===== src/sv/plob_pkg.sv =====
// Shared types and constants for the price-level order book.
`default_nettype none
package plob_pkg;

  // Levels per side and derived widths
  localparam int unsigned DEPTH = 16;
  localparam int unsigned CNT_W = $clog2(DEPTH + 1);
  localparam int unsigned CFG_W = 5;
  localparam int unsigned LIM_W = (CNT_W > CFG_W) ? CNT_W : CFG_W;
  localparam int unsigned PRICE_W = 32;
  localparam int unsigned SIZE_W = 32;

  localparam logic [CFG_W-1:0] MAX_LEVELS_RESET = CFG_W'(10);

  // Action codes
  typedef enum logic [1:0] {
    ACT_INSERT = 2'd0,
    ACT_UPDATE = 2'd1,
    ACT_REMOVE = 2'd2,
    ACT_NONE   = 2'd3
  } action_e;

  // Status codes
  typedef enum logic [1:0] {
    ST_DONE      = 2'd0,
    ST_DUPLICATE = 2'd1,
    ST_MISSING   = 2'd2
  } status_e;

  // Command broadcast to every cell of a side
  typedef struct packed {
    logic               ins;
    logic               upd;
    logic               rem;
    logic               ask;
    logic [PRICE_W-1:0] price;
    logic [SIZE_W-1:0]  size;
  } cmd_t;

  // What a side reports back to the top
  typedef struct packed {
    logic               found;
    logic               nonempty;
    logic [PRICE_W-1:0] best_price;
    logic [SIZE_W-1:0]  best_size;
  } side_sts_t;

endpackage
`default_nettype wire


===== src/sv/plob_cell.sv =====
// One price level cell: holds a price and size, shifts with its neighbors.
`default_nettype none
module plob_cell (
  input  wire logic                           clk_i,
  input  wire plob_pkg::cmd_t                 cmd_i,
  input  wire logic                           en_i,
  input  wire logic                           found_i,
  input  wire logic                           occ_i,
  input  wire logic                           ge_prev_i,
  input  wire logic [plob_pkg::PRICE_W-1:0]   left_price_i,
  input  wire logic [plob_pkg::SIZE_W-1:0]    left_size_i,
  input  wire logic [plob_pkg::PRICE_W-1:0]   right_price_i,
  input  wire logic [plob_pkg::SIZE_W-1:0]    right_size_i,
  output logic                                match_o,
  output logic                                ge_o,
  output logic [plob_pkg::PRICE_W-1:0]        price_o,
  output logic [plob_pkg::SIZE_W-1:0]         size_o
);

  logic [plob_pkg::PRICE_W-1:0] price_q, price_d;
  logic [plob_pkg::SIZE_W-1:0]  size_q, size_d;
  logic                         ahead;

  // Local compares against the broadcast price
  assign match_o = occ_i && (price_q == cmd_i.price);
  assign ahead   = cmd_i.ask ? (cmd_i.price < price_q) : (cmd_i.price > price_q);
  // At or past the insert point; free cells count as past it
  assign ge_o    = !occ_i || ahead;

  always_comb begin
    price_d = price_q;
    size_d  = size_q;
    if (en_i && cmd_i.ins && !found_i) begin
      if (ge_prev_i) begin
        price_d = left_price_i;
        size_d  = left_size_i;
      end else if (ge_o) begin
        price_d = cmd_i.price;
        size_d  = cmd_i.size;
      end
    end else if (en_i && cmd_i.upd && match_o) begin
      size_d = cmd_i.size;
    end else if (en_i && cmd_i.rem && found_i && occ_i && (ahead || match_o)) begin
      // At or behind the removed level: pull from the right
      price_d = right_price_i;
      size_d  = right_size_i;
    end
  end

  always_ff @(posedge clk_i) begin
    price_q <= price_d;
    size_q  <= size_d;
  end

  assign price_o = price_q;
  assign size_o  = size_q;

endmodule
`default_nettype wire


===== src/sv/plob_side.sv =====
// One side of the book: a row of level cells and the level count.
`default_nettype none
module plob_side (
  input  wire logic                         clk_i,
  input  wire logic                         rst_ni,
  input  wire plob_pkg::cmd_t               cmd_i,
  input  wire logic                         en_i,
  input  wire logic [plob_pkg::CNT_W-1:0]   lim_i,
  output plob_pkg::side_sts_t               sts_o
);

  localparam int unsigned D = plob_pkg::DEPTH;

  logic [plob_pkg::CNT_W-1:0]   cnt_q, cnt_d;
  logic [D-1:0]                 match, ge, occ;
  logic [plob_pkg::PRICE_W-1:0] price [D];
  logic [plob_pkg::SIZE_W-1:0]  size  [D];
  logic                         found;
  logic [plob_pkg::CNT_W:0]     cnt_inc;

  assign found = |match;

  // Row of cells, each wired to both neighbors
  for (genvar i = 0; i < D; i++) begin : g_cell
    logic                         ge_prev;
    logic [plob_pkg::PRICE_W-1:0] lp, rp;
    logic [plob_pkg::SIZE_W-1:0]  ls, rs;

    assign occ[i] = plob_pkg::CNT_W'(i) < cnt_q;

    if (i == 0) begin : g_first
      assign ge_prev = 1'b0;
      assign lp      = price[i];
      assign ls      = size[i];
    end else begin : g_mid
      assign ge_prev = ge[i-1];
      assign lp      = price[i-1];
      assign ls      = size[i-1];
    end

    if (i == D - 1) begin : g_last
      assign rp = price[i];
      assign rs = size[i];
    end else begin : g_inner
      assign rp = price[i+1];
      assign rs = size[i+1];
    end

    plob_cell u_cell (
      .clk_i         (clk_i),
      .cmd_i         (cmd_i),
      .en_i          (en_i),
      .found_i       (found),
      .occ_i         (occ[i]),
      .ge_prev_i     (ge_prev),
      .left_price_i  (lp),
      .left_size_i   (ls),
      .right_price_i (rp),
      .right_size_i  (rs),
      .match_o       (match[i]),
      .ge_o          (ge[i]),
      .price_o       (price[i]),
      .size_o        (size[i])
    );
  end

  // Level count: grow on insert, capped at the limit (which can trim it), shrink on remove
  assign cnt_inc = {1'b0, cnt_q} + 1'b1;

  always_comb begin
    cnt_d = cnt_q;
    if (en_i && cmd_i.ins && !found) begin
      if (cnt_inc > {1'b0, lim_i}) cnt_d = lim_i;
      else                         cnt_d = cnt_inc[plob_pkg::CNT_W-1:0];
    end else if (en_i && cmd_i.rem && found) begin
      cnt_d = cnt_q - 1'b1;
    end
  end

  always_ff @(posedge clk_i or negedge rst_ni) begin
    if (!rst_ni) begin
      cnt_q <= '0;
    end else begin
      cnt_q <= cnt_d;
    end
  end

  assign sts_o.found      = found;
  assign sts_o.nonempty   = (cnt_q != '0);
  assign sts_o.best_price = (cnt_q != '0) ? price[0] : '0;
  assign sts_o.best_size  = (cnt_q != '0) ? size[0] : '0;

  // Checks
  a_cnt_bound: assert property (@(posedge clk_i) disable iff (!rst_ni)
    cnt_q <= plob_pkg::CNT_W'(D))
    else $error("level count above depth");

  a_one_match: assert property (@(posedge clk_i) disable iff (!rst_ni)
    $onehot0(match))
    else $error("price present in more than one level");

  a_rem_dec: assert property (@(posedge clk_i) disable iff (!rst_ni)
    en_i && cmd_i.rem && found |=> cnt_q == $past(cnt_q) - 1'b1)
    else $error("remove did not drop the count");

  a_idle_hold: assert property (@(posedge clk_i) disable iff (!rst_ni)
    !en_i |=> $stable(cnt_q))
    else $error("count moved without a command");

endmodule
`default_nettype wire


===== config.mk =====
export PLATFORM = sky130hd
export DESIGN_NAME = plob_side
export DESIGN_NICKNAME = d
export VERILOG_FILES = /design/src/sv/plob_pkg.sv /design/src/sv/plob_cell.sv /design/src/sv/plob_side.sv
export SDC_FILE = /design/constraint.sdc
export NUM_CORES = 2
export LEC_CHECK = 0
export BUFFER_PORTS_ARGS = -buffer_cell sky130_fd_sc_hd__clkbuf_2
export CAP_MARGIN = 20
export CORE_ASPECT_RATIO = 0.75
export CORE_MARGIN = 3
export CORE_UTILIZATION = 45
export CTS_CLUSTER_SIZE = 10
export DETAILED_ROUTE_END_ITERATION = 6
export PLACE_DENSITY = 0.57
export SYNTH_ARGS = -nofsm -noshare
export SYNTH_HDL_FRONTEND = slang
export SYNTH_HIERARCHICAL = 1
export SYNTH_SLANG_ARGS = --single-unit

===== constraint.sdc =====
create_clock -name clk_i -period 12.55 [get_ports clk_i]
set_input_delay 1.255 -clock clk_i [delete_from_list [all_inputs] [get_ports clk_i]]
set_output_delay 1.255 -clock clk_i [all_outputs]
set_load 0.005 [all_outputs]

==> results.toml <==
[global_routing]
grt_pass1_wl_mm = 307
grtUsageTotal_pct = 25.5
antenna_found_initial = 2
busiest_layer = "met1"
grt_pass1_vias = 49425
grt_max_degree = 101
use_met1_pct = 43.6
met3_usage_pct = 4.27
grt_overflow_total = 0
grtUsageMet2_pct = 31.9

[critical_path]
endpoint_kind = "register"
setup.worst_path.start_class = "register"
arrival_ns = 7.32
timing.rr.start = "cnt_q[4]"
timing.rr.end = "g_cell[1].u_cell/price_o[9]"
cp_max_fo = 67
startpoint = "cnt_q[4]"
crit_path_max_incr_delay_ns = 0.93
slowest_stage = "nor4_2"
rrSetupSlack_ns = 5.58
ff2ff_path_depth = 15
worstSetupPathType = "register to register"
path_cells = "nor2_1, inv_1, nor2_1, nand2_1, and4_1, nor4_2, nand4_4, buf_4, nor2b_1, and2_4, buf_4, nor2_1, a31oi_1, a31oi_1, nor2_4"
path_common_cell = "nor2_1"
cp.required_ns = 12.90

[finish]
final_util_pct = 49.7
flow.area_growth_from_synthesis_pct = 8.84
final_cells = 8832
fin_nets = 7407
fillerInstances = 13487
drive_above_1_share_pct = 7.17
seq_area_mm2 = 0.0309
multiInputGateArea_mm2 = 0.0326

[die]
die_height_um = 340
rows = 121
core_mm2 = 0.146
dieArea_mm2 = 0.153
die_x_um = 451
io_pins = 142
start_util_pct = 45.7

[clock_tree]
cts_resized = 0
cts_tree = "built"
cts_setup_buffers = 0
ctsHoldBuffers = 0
numCtsBuffers = 117
root_buffer = "clkbuf_16"
path_clk_slew_ns = 0.07
htree_levels = 3
cts_sinks = 1029
clock_latency_ns = 0.75
clockBufferDepth = 3

[detailed_routing]
wire_per_inst_um = 23.1
drt_first_pass_iters = 6
wirelength_mm = 204
drtIter0Drc = 6504
drc = 0
drtAntennaViolNets = 0
via_per_inst = 6.05
via_count = 53450

[pwr]
vdd_ir_drop_max_mv = 0.113
power.density_mw_per_mm2 = 133
power.total_mw = 9.67
total_leakage_power_nw = 29.7

[sta]
relSlewSlack_pct = 27.4
drv_slew = 0
fmax_mhz = 144
fin_tns_setup_ns = 0
whs_ns = 0.319
setup_viol = 0
min_period_ns = 6.97
tightest_slew_ns = 1.09
fin_skew_ns = 0.0335
final-hold-violation-count = 0
rsz0062_at_grt = "false"
period_share_pct = 55.5

[run]
max_cap_viol_count = 0

[placement]
numPortBuffers = 141
gp_congestion = 0.899
place_hpwl_mm = 150
place_inst = 8659

[synth]
avgSynthCellArea_um2 = 9.75
yosysWarningCount = 6
synthCells = 6852
netlist_area_mm2 = 0.0668

[hold_path]
hp-class = "input pin to asynchronous set/reset pin"

[outcome]
status = "finished clean"
-- critical path, delay by kind of cell (launching register included) --
family | cells | cell delay, ns
flip-flops | 1 | 0.69
AO/OA/AOI/OAI | 2 | 0.29
buffers and inverters | 3 | 1.23
AND/OR/NAND/NOR | 10 | 4.25
-- routing by layer --
layer  share of wire, %  routed length (um)
met1                 51              104000
met2                 37               75100
met3                9.9               20200
met4                2.1                4370
met5                  0                   0
-- final cells by class --
type / count / area share (%)
Clock buffer: 154 / 4.25
Antenna cell: 2 / 0.00688
Inverter: 549 / 2.83
Multi-Input combinational cell: 4879 / 44.8
Clock inverter: 16 / 0.148
Tap cell: 1968 / 3.39
Sequential cell: 1029 / 42.5
Timing Repair Buffer: 235 / 2.08
-- cells in the final DEF, fill, tap and decap left out, types with 118 or more instances in the layout --
cell	instances
ha_1	520
edfxtp_1	1024
clkbuf_16	118
mux2i_1	530
a32oi_1	482
a21oi_1	751
clkbuf_2	140
inv_1	549
nand2_1	1115
nor2_1	563
nand4_1	144
-- power by group --
| part | switching (mW) | internal, mW | total, mW |
|---|---|---|---|
| Combinational | 1.46 | 0.840 | 2.30 |
| Clock | 1.39 | 1.69 | 3.08 |
| Sequential | 0.215 | 4.08 | 4.30 |
| Total | 3.06 | 6.61 | 9.67 |
-- how the worst max path moves through the flow --
stage                                  end  slack (ns)  cells after the start
2_1_floorplan   g_cell[8].u_cell/size_o[0]        6.37                     12
3_3_place_gp   g_cell[1].u_cell/price_o[9]        5.33                     15
3_5_place_dp   g_cell[1].u_cell/price_o[9]        5.14                     15
4_1_cts        g_cell[1].u_cell/price_o[9]        5.75                     15
5_1_grt        g_cell[1].u_cell/price_o[9]        5.26                     16
6_report       g_cell[1].u_cell/price_o[9]        5.58                     15
-- stage by stage --
step / setup WS (ns) / cell area [um^2]
floorplan: 6.37 / 66800
global placement: 5.33 / 69300
detailed placement: 5.14 / 69500
CTS: 5.75 / 72700
global route: 5.26 / 72700
finish: 5.58 / 72700
-- registers in the layout (all words and copies together) (netlist names) --
register	flops
g_cell.u_cell/price_o	512
cnt_q	5
g_cell.u_cell/size_o	512
(Power assumes the default switching activity.)
